[src/rtl/core/bdq_pkg.sv]
// shared types and constants for the bounded deque
package bdq_pkg;
    localparam int Capacity = 64;
    localparam int AddrW    = $clog2(Capacity);
    localparam int CountW   = $clog2(Capacity + 1);

    typedef enum logic [2:0] {
        REQ_PUSH_BACK  = 3'd0,
        REQ_PUSH_FRONT = 3'd1,
        REQ_POP_BACK   = 3'd2,
        REQ_POP_FRONT  = 3'd3,
        REQ_REMOVE     = 3'd4,
        REQ_CLEAR      = 3'd5,
        REQ_GET        = 3'd6,
        REQ_NONE       = 3'd7
    } t_req;

    typedef enum logic [1:0] {
        ST_DONE  = 2'd0,
        ST_NOOP  = 2'd1,
        ST_RANGE = 2'd2,
        ST_FULL  = 2'd3
    } t_status;

    typedef enum logic [2:0] {
        S_IDLE,
        S_READ,
        S_SCAN,
        S_SHIFT,
        S_RESULT
    } t_state;

    // one classified transaction passed from front to back
    typedef struct packed {
        t_req         req;
        logic [31:0]  value;
        logic [15:0]  position;
    } t_cmd;
endpackage

[src/rtl/core/bdq_front.sv]
// front part: accepts transactions into a two-entry queue
module bdq_front (
    input  logic           i_clk,
    input  logic           i_rst_n,
    input  logic           i_valid,
    output logic           o_stall,
    input  logic [2:0]     i_req_type,
    input  logic [31:0]    i_item_value,
    input  logic [15:0]    i_position,
    output logic           o_cmd_valid,
    output bdq_pkg::t_cmd  o_cmd,
    input  logic           i_cmd_take
);
    import bdq_pkg::*;

    t_cmd        r_q [2];
    logic        r_rd, n_rd;
    logic        r_wr, n_wr;
    logic [1:0]  r_cnt, n_cnt;
    logic        w_push;
    logic        w_pop;

    // queue handshake
    assign o_stall     = (r_cnt == 2'd2);
    assign w_push      = i_valid && !o_stall;
    assign o_cmd_valid = (r_cnt != 2'd0);
    assign w_pop       = i_cmd_take && o_cmd_valid;
    assign o_cmd       = r_q[r_rd];

    // pointer and fill count update
    always_comb begin
        n_rd  = w_pop ? ~r_rd : r_rd;
        n_wr  = w_push ? ~r_wr : r_wr;
        n_cnt = r_cnt + {1'b0, w_push} - {1'b0, w_pop};
    end

    always_ff @(posedge i_clk) begin
        if (!i_rst_n) begin
            r_rd  <= 1'b0;
            r_wr  <= 1'b0;
            r_cnt <= 2'd0;
        end else begin
            r_rd  <= n_rd;
            r_wr  <= n_wr;
            r_cnt <= n_cnt;
        end
    end

    // queue storage
    always_ff @(posedge i_clk) begin
        if (w_push) begin
            r_q[r_wr] <= '{req: t_req'(i_req_type), value: i_item_value,
                           position: i_position};
        end
    end
endmodule

[src/rtl/core/bdq_back.sv]
// back part: carries out transactions on the circular store
module bdq_back (
    input  logic                         i_clk,
    input  logic                         i_rst_n,
    input  logic                         i_cmd_valid,
    input  bdq_pkg::t_cmd                i_cmd,
    output logic                         o_cmd_take,
    output logic                         o_valid,
    input  logic                         i_stall,
    output logic signed [31:0]           o_read_data,
    output logic [bdq_pkg::CountW-1:0]   o_entry_count,
    output logic [1:0]                   o_status
);
    import bdq_pkg::*;

    logic [31:0]        r_mem [Capacity];
    logic [31:0]        r_rdata;
    t_state             r_state, n_state;
    t_cmd               r_cmd, n_cmd;
    logic [AddrW-1:0]   r_front, n_front;
    logic [CountW-1:0]  r_count, n_count;
    logic [CountW-1:0]  r_idx, n_idx;
    logic [31:0]        r_out_data, n_out_data;
    t_status            r_out_st, n_out_st;
    logic [AddrW-1:0]   w_raddr;
    logic               w_we;
    logic [AddrW-1:0]   w_waddr;
    logic [31:0]        w_wdata;
    logic [CountW-1:0]  w_idx1;

    assign w_idx1        = r_idx + CountW'(1);
    assign o_valid       = (r_state == S_RESULT);
    assign o_read_data   = r_out_data;
    assign o_entry_count = r_count;
    assign o_status      = r_out_st;

    // sequencer: next state, store writes and read address
    always_comb begin
        n_state    = r_state;
        n_cmd      = r_cmd;
        n_front    = r_front;
        n_count    = r_count;
        n_idx      = r_idx;
        n_out_data = r_out_data;
        n_out_st   = r_out_st;
        o_cmd_take = 1'b0;
        w_we       = 1'b0;
        w_waddr    = r_front + r_idx[AddrW-1:0];
        w_wdata    = r_cmd.value;
        w_raddr    = r_front + r_idx[AddrW-1:0];
        case (r_state)
            S_IDLE: begin
                if (i_cmd_valid) begin
                    o_cmd_take = 1'b1;
                    n_cmd      = i_cmd;
                    n_out_data = '0;
                    n_out_st   = ST_DONE;
                    n_idx      = '0;
                    n_state    = S_RESULT;
                    case (i_cmd.req)
                        REQ_PUSH_BACK: begin
                            if (r_count >= CountW'(Capacity)) n_out_st = ST_FULL;
                            else begin
                                w_we    = 1'b1;
                                w_waddr = r_front + r_count[AddrW-1:0];
                                w_wdata = i_cmd.value;
                                n_count = r_count + CountW'(1);
                            end
                        end
                        REQ_PUSH_FRONT: begin
                            if (r_count >= CountW'(Capacity)) n_out_st = ST_FULL;
                            else begin
                                w_we    = 1'b1;
                                w_waddr = r_front - AddrW'(1);
                                w_wdata = i_cmd.value;
                                n_front = r_front - AddrW'(1);
                                n_count = r_count + CountW'(1);
                            end
                        end
                        REQ_POP_BACK: begin
                            if (r_count == '0) n_out_st = ST_NOOP;
                            else n_count = r_count - CountW'(1);
                        end
                        REQ_POP_FRONT: begin
                            if (r_count == '0) n_out_st = ST_NOOP;
                            else begin
                                n_front = r_front + AddrW'(1);
                                n_count = r_count - CountW'(1);
                            end
                        end
                        REQ_REMOVE: begin
                            if (r_count == '0) n_out_st = ST_NOOP;
                            else begin
                                w_raddr = r_front;
                                n_state = S_SCAN;
                            end
                        end
                        REQ_CLEAR: begin
                            n_front = '0;
                            n_count = '0;
                        end
                        REQ_GET: begin
                            if ({16'd0, i_cmd.position} >= 32'(r_count))
                                n_out_st = ST_RANGE;
                            else begin
                                w_raddr = r_front + i_cmd.position[AddrW-1:0];
                                n_state = S_READ;
                            end
                        end
                        default: ;
                    endcase
                end
            end
            S_READ: begin
                n_out_data = r_rdata;
                n_state    = S_RESULT;
            end
            S_SCAN: begin
                // r_rdata holds entry r_idx
                if (r_rdata == r_cmd.value) begin
                    if (w_idx1 >= r_count) begin
                        n_count = r_count - CountW'(1);
                        n_state = S_RESULT;
                    end else begin
                        w_raddr = r_front + w_idx1[AddrW-1:0];
                        n_state = S_SHIFT;
                    end
                end else if (w_idx1 >= r_count) begin
                    n_out_st = ST_NOOP;
                    n_state  = S_RESULT;
                end else begin
                    w_raddr = r_front + w_idx1[AddrW-1:0];
                    n_idx   = w_idx1;
                end
            end
            S_SHIFT: begin
                // r_rdata holds entry r_idx+1, moved into slot r_idx
                w_we    = 1'b1;
                w_wdata = r_rdata;
                n_idx   = w_idx1;
                if (w_idx1 + CountW'(1) >= r_count) begin
                    n_count = r_count - CountW'(1);
                    n_state = S_RESULT;
                end else begin
                    w_raddr = r_front + AddrW'(r_idx + CountW'(2));
                end
            end
            S_RESULT: begin
                if (!i_stall) n_state = S_IDLE;
            end
            default: n_state = S_IDLE;
        endcase
    end

    always_ff @(posedge i_clk) begin
        if (!i_rst_n) begin
            r_state <= S_IDLE;
            r_front <= '0;
            r_count <= '0;
        end else begin
            r_state <= n_state;
            r_front <= n_front;
            r_count <= n_count;
        end
    end

    always_ff @(posedge i_clk) begin
        r_cmd      <= n_cmd;
        r_idx      <= n_idx;
        r_out_data <= n_out_data;
        r_out_st   <= n_out_st;
    end

    // entry store
    always_ff @(posedge i_clk) begin
        if (w_we) r_mem[w_waddr] <= w_wdata;
        r_rdata <= r_mem[w_raddr];
    end
endmodule

[src/rtl/core/bounded_deque_with_remove.sv]
// top level of the bounded deque with remove
//
// A bounded double-ended queue of 64 signed 32-bit entries in a circular
// store. Each input transaction (i_valid, o_stall) carries a request code,
// a value and a position; each gives exactly one result transaction
// (o_valid, i_stall) with the read data, the entry count after the request
// and a status code.
// A two-entry queue at the front takes transactions while the back works.
// Push, pop and clear go from the queue straight to the result register;
// get passes through a read state first. Remove scans the store from the
// front, one entry a cycle over the single store read port, then moves each
// later entry one place forward, one a cycle.
// The back takes a new request only in its idle state, after the previous
// result has been taken.
// The result stays in its register while i_stall is high, and the back
// starts no new request until it is taken; the front queue then fills and
// raises o_stall.
// Synchronous reset empties the deque and the queue; store contents are
// not cleared and are never read before being written.
module bounded_deque_with_remove (
    input  logic                        i_clk,
    input  logic                        i_rst_n,
    input  logic                        i_valid,
    output logic                        o_stall,
    input  logic [2:0]                  i_req_type,
    input  logic signed [31:0]          i_item_value,
    input  logic [15:0]                 i_position,
    output logic                        o_valid,
    input  logic                        i_stall,
    output logic signed [31:0]          o_read_data,
    output logic [bdq_pkg::CountW-1:0]  o_entry_count,
    output logic [1:0]                  o_status
);
    import bdq_pkg::*;

    t_cmd  w_cmd;
    logic  w_cmd_valid;
    logic  w_cmd_take;

    // front: transaction queue
    bdq_front u_front (
        .i_clk        (i_clk),
        .i_rst_n      (i_rst_n),
        .i_valid      (i_valid),
        .o_stall      (o_stall),
        .i_req_type   (i_req_type),
        .i_item_value (i_item_value),
        .i_position   (i_position),
        .o_cmd_valid  (w_cmd_valid),
        .o_cmd        (w_cmd),
        .i_cmd_take   (w_cmd_take)
    );

    // back: store and sequencer
    bdq_back u_back (
        .i_clk         (i_clk),
        .i_rst_n       (i_rst_n),
        .i_cmd_valid   (w_cmd_valid),
        .i_cmd         (w_cmd),
        .o_cmd_take    (w_cmd_take),
        .o_valid       (o_valid),
        .i_stall       (i_stall),
        .o_read_data   (o_read_data),
        .o_entry_count (o_entry_count),
        .o_status      (o_status)
    );
endmodule
[config.mk]
export PLATFORM = sky130hd
export DESIGN_NAME = bounded_deque_with_remove
export DESIGN_NICKNAME = d
export VERILOG_FILES = /design/src/rtl/core/bdq_pkg.sv /design/src/rtl/core/bdq_front.sv /design/src/rtl/core/bdq_back.sv /design/src/rtl/core/bounded_deque_with_remove.sv
export SDC_FILE = /design/constraint.sdc
export NUM_CORES = 2
export LEC_CHECK = 0
export ABC_AREA = 1
export BUFFER_PORTS_ARGS = -buffer_cell sky130_fd_sc_hd__buf_2
export CAP_MARGIN = 30
export CORE_ASPECT_RATIO = 0.7
export CORE_UTILIZATION = 30
export DETAILED_ROUTE_END_ITERATION = 12
export GPL_TIMING_DRIVEN = 0
export HOLD_SLACK_MARGIN = 0.03
export PLACE_DENSITY = 0.49
export SYNTH_ARGS = -nofsm -noshare
export SYNTH_HDL_FRONTEND = slang
export SYNTH_SLANG_ARGS = --single-unit
[constraint.sdc]
create_clock -name i_clk -period 7.98 [get_ports i_clk]
set_input_delay 0.798 -clock i_clk [delete_from_list [all_inputs] [get_ports i_clk]]
set_output_delay 0.798 -clock i_clk [all_outputs]
set_load 0.01 [all_outputs]
==> out/qor.csv <==
stage,metric,value,unit
global_route,initial antenna violation count,31,
route,WL/cell,26.04,um
finish,Syn-to-layout area delta,17.61,%
clock_tree,# resized after CTS,0,
synthesis,Syn. warnings,0,
synthesis,dominant synthesized flop cell,edfxtp_1,
die,Core Region,336700,um^2
setup_path,WS Path Type,flip-flop to flip-flop,
hold_path,worst hold endpoint,u_front.r_q[1][35],
status,status,finished clean,
route,DRC,0,
placed_design,Final HPWL DP,285.4,mm
setup_path,CP cell instances,"ha_1, nand2_1, inv_1, nor2_1, nand2_1, nor2_1, nand3_1, xor2_1, ha_1, a21oi_1, o21a_1, nand3_1, nor2_1, a22oi_1, nand3_2, clkbuf_2, buf_1, nand3_1, nand3_1, nand3_1, nand3_1, nand2_1",
route,final WL,377.1,mm
synthesis,Mapped Avg Cell Area,11.05,um^2
sta,Max-Slew Margin vs Limit,26.94,%
sta,RSZ-0062 raised after global routing,false,
clock_tree,H-tree levels,4,
die,initial core utilization,30.23,%
global_route,global-route wire length before repair,523.8,mm
die,Placement Rows,178,
synthesis,syn_nets,9324,
sta,skew final,0.06082,ns
global_route,grt peak-use layer,met1,
sta,fmax,132.0,MHz
clock_tree,clock buffer count from CTS,230,
flow_run,MaxCap Viol Count,0,
route,Via density,5.112,
sta,Slew @ Worst Pin,1.096,ns
sta,Slew Limit Fails,0,
synthesis,sequential share of the synthesized area,66.63,%
clock_tree,Clock Sinks,2276,
setup_path,Crit path depth,22,
global_route,met3 Use GR,5.641,%
die,Chip Width,698.2,um
setup_path,Crit. End Element,flip-flop,
finish,fraction of final layout cells sized beyond drive strength 1,10.81,%
setup_path,sum of buffers and inverters on the critical path,3,
setup_path,Worst Path Required,8.67,ns
setup_path,Critical Path Max Stage Delay,0.86,ns
setup_path,worst reg-to-reg setup slack,0.41,ns
die,Die Ht,489.3,um
setup_path,Crit Reg-Reg Startpoint,u_back.r_idx[0],
sta,"Hold Violations, Final",0,
synthesis,Post-synth EDFFs,2223,
synthesis,Netlist Area Pre-Place,101800,um^2
global_route,pin count of the biggest net entering global routing,34,
synthesis,cells after synthesis,9207,
finish,Finished Layout Cells,14480,
setup_path,CP max-delay cell,clkbuf_2,
global_route,grt total ovfl,0,
setup_path,startpoint types,flip-flop,
setup_path,"Arr. time, crit path",8.26,ns
synthesis,register bit count reported by yosys,2276,
setup_path,Most Frequent Cell on Critical Path,nand3_1,
global_route,number of global-route vias before repair,67490,
global_route,GRT Total Usage,21.43,%
clock_tree,TritonCTS clock tree,built,
sta,period utilisation layout,94.90,%
global_route,global routing usage on met2,28.13,%
hold_path,Worst Hold Class,primary input to flip-flop,
route,drt pass-1 iters,6,
die,full die area,341600,um^2
sta,endpoints failing setup,0,
clock_tree,CTS max path bufs,4,
sta,hold_ws,0.08907,ns
finish,Nets,9913,
synthesis,Async SR Flop Fraction,0,%
clock_tree,"CTS clk-pin slew, worst paths",0.06,ns
sta,min cycle time layout,7.573,ns
route,vias,74020,
global_route,GR Util met1,34.40,%
setup_path,r2r worst-path depth,22,
clock_tree,clock root cell,clkbuf_16,
die,I/O pins,98,
clock_tree,worst-skew pair later-pin latency,0.94,ns
setup_path,CP top delay family,simple AND/OR/NAND/NOR gates,
placed_design,port bufs,97,
hold_path,HP Start,i_item_value[19],
setup_path,Worst Path Max Fanout,10,
setup_path,Reg-to-Reg End,u_back.r_rdata[15],
synthesis,post-synth cell types,53,
placed_design,Placer Congestion,0.9424,
route,post-route ant nets,0,
placed_design,Placed Cells,14060,
hold_path,WHS Path Cells,1,
route,Starting DRT DRC Count,10030,
==> metrics by stage <==
step           worst slack (ns)  setup TNS (ns)  area, um^2  util, %
2_1_floorplan             3.028               0      101800        -
3_3_place_gp             -2.629        -2947.94      107900    32.04
4_1_cts                  0.5267               0      119600    35.52
3_5_place_dp             0.5908               0      112400    33.39
5_1_grt                 0.06431               0      119700    35.54
6_report                 0.4068               0      119700    35.55
==> routing by layer <==
metal  routed length [um]  up-vias
li1                     -    32980
met1               181300    36960
met2               143400     3652
met3                44460      429
met4                 7942        6
met5                   34        -
==> how the worst max path moves through the flow <==
stage,start,end
after floorplan,u_back.r_state[0],u_back.r_mem[10][0]
after global placement,u_back.r_state[0],u_back.r_mem[15][16]
after detailed placement,u_back.r_idx[0],u_back.r_rdata[20]
after CTS,u_back.r_idx[0],u_back.r_rdata[20]
after global routing,u_back.r_idx[0],u_back.r_rdata[20]
final,u_back.r_idx[0],u_back.r_rdata[15]
==> synthesized netlist by cell type (all sizes together) (10+ instances only) <==
| cell type | count | area share [%] |
|---|---|---|
| clkbuf | 227 | 0.84 |
| nor3 | 10 | 0.049 |
| nand4 | 17 | 0.11 |
| nand3b | 755 | 5.6 |
| xor2 | 33 | 0.28 |
| o21ai | 84 | 0.44 |
| buf | 361 | 2.0 |
| xnor2 | 26 | 0.22 |
| dfxtp | 53 | 1.0 |
| ha | 55 | 0.68 |
| inv | 1310 | 4.8 |
| edfxtp | 2223 | 66 |
| o22ai | 10 | 0.061 |
| a21oi | 70 | 0.34 |
| nand3 | 2244 | 11 |
| o221ai | 18 | 0.15 |
| or2 | 20 | 0.12 |
| nand2 | 1452 | 5.4 |
| o211ai | 18 | 0.13 |
| nor2 | 181 | 0.70 |
==> timing repair <==
action / in CTS / in global routing
hold buffers: 2 / 0
setup buffers: 0 / 0
endpoints found under the hold margin: 3 / 0
==> worst register-to-register path, stage by stage (launching register included) <==
cell	delay, ns
edfxtp_1	0.54
ha_1	0.28
nand2_1	0.06
inv_1	0.08
nor2_1	0.38
nand2_1	0.10
nor2_1	0.20
nand3_1	0.12
xor2_1	0.15
ha_1	0.32
a21oi_1	0.14
o21a_1	0.18
nand3_1	0.29
nor2_1	0.56
a22oi_1	0.24
nand3_2	0.52
clkbuf_2	0.88
buf_1	0.59
nand3_1	0.18
nand3_1	0.26
nand3_1	0.44
nand3_1	0.56
nand2_1	0.29
==> logic make-up (layout without fill, tap and decap cells) <==
kind of cell | count (synthesis) | in the layout | share of synthesized area (%)
compound gates | 223 | 223 | 1.308
xor+xnor | 59 | 59 | 0.5077
flops | 2276 | 2276 | 66.63
fa+ha+maj | 62 | 62 | 0.8138
mux | 1 | 1 | 0.009835
buf+inv | 1900 | 2665 | 7.720
simple gates | 4686 | 4686 | 23.01
other cells | 0 | 8 | 0
==> layout by cell type, fill, tap and decap left out, types with 8 or more instances in the layout <==
cell type,count
a21oi_1,69
buf_1,81
buf_12,88
buf_16,26
buf_2,289
buf_4,151
buf_6,61
buf_8,20
bufinv_16,21
clkbuf_1,274
clkbuf_16,234
clkbuf_2,9
clkinv_1,50
clkinv_2,40
dfxtp_1,53
diode_2,8
edfxtp_1,2223
ha_1,55
inv_1,1303
nand2_1,1446
nand3_1,2242
nand3b_1,755
nand4_1,16
nor2_1,108
nor2_4,70
nor3_1,10
o211ai_1,18
o21ai_0,73
o21ai_1,9
o221ai_4,17
o22ai_1,10
or2_2,20
xnor2_1,26
xor2_1,33
==> area by class of cell <==
cell class	instances	area, um^2
sequential	2276	67820
fill	33250	217000
clock buffer	291	6080
antenna	8	20.02
timing repair buffer	357	4290
inverter	1312	4927
multi-input combinational	5031	26910
tap	4500	5630
clock inverter	117	1090
buffer	588	2942
==> sequential cells by signal (all words and copies together), names as in the netlist, named ones only <==
signal	count
u_back.r_state	3
u_back.r_front	6
u_back.o_status	2
u_front.r_q	102
u_back.r_mem	2048
u_back.r_cmd	32
u_front.r_cnt	2
u_front.r_rd	1
u_front.r_wr	1
u_back.o_read_data	32
u_back.o_entry_count	7
u_back.r_idx	7
u_back.r_rdata	32
Power is not shown: default switching activity piles up to over one toggle a cycle in this logic, so the estimate is an artifact.
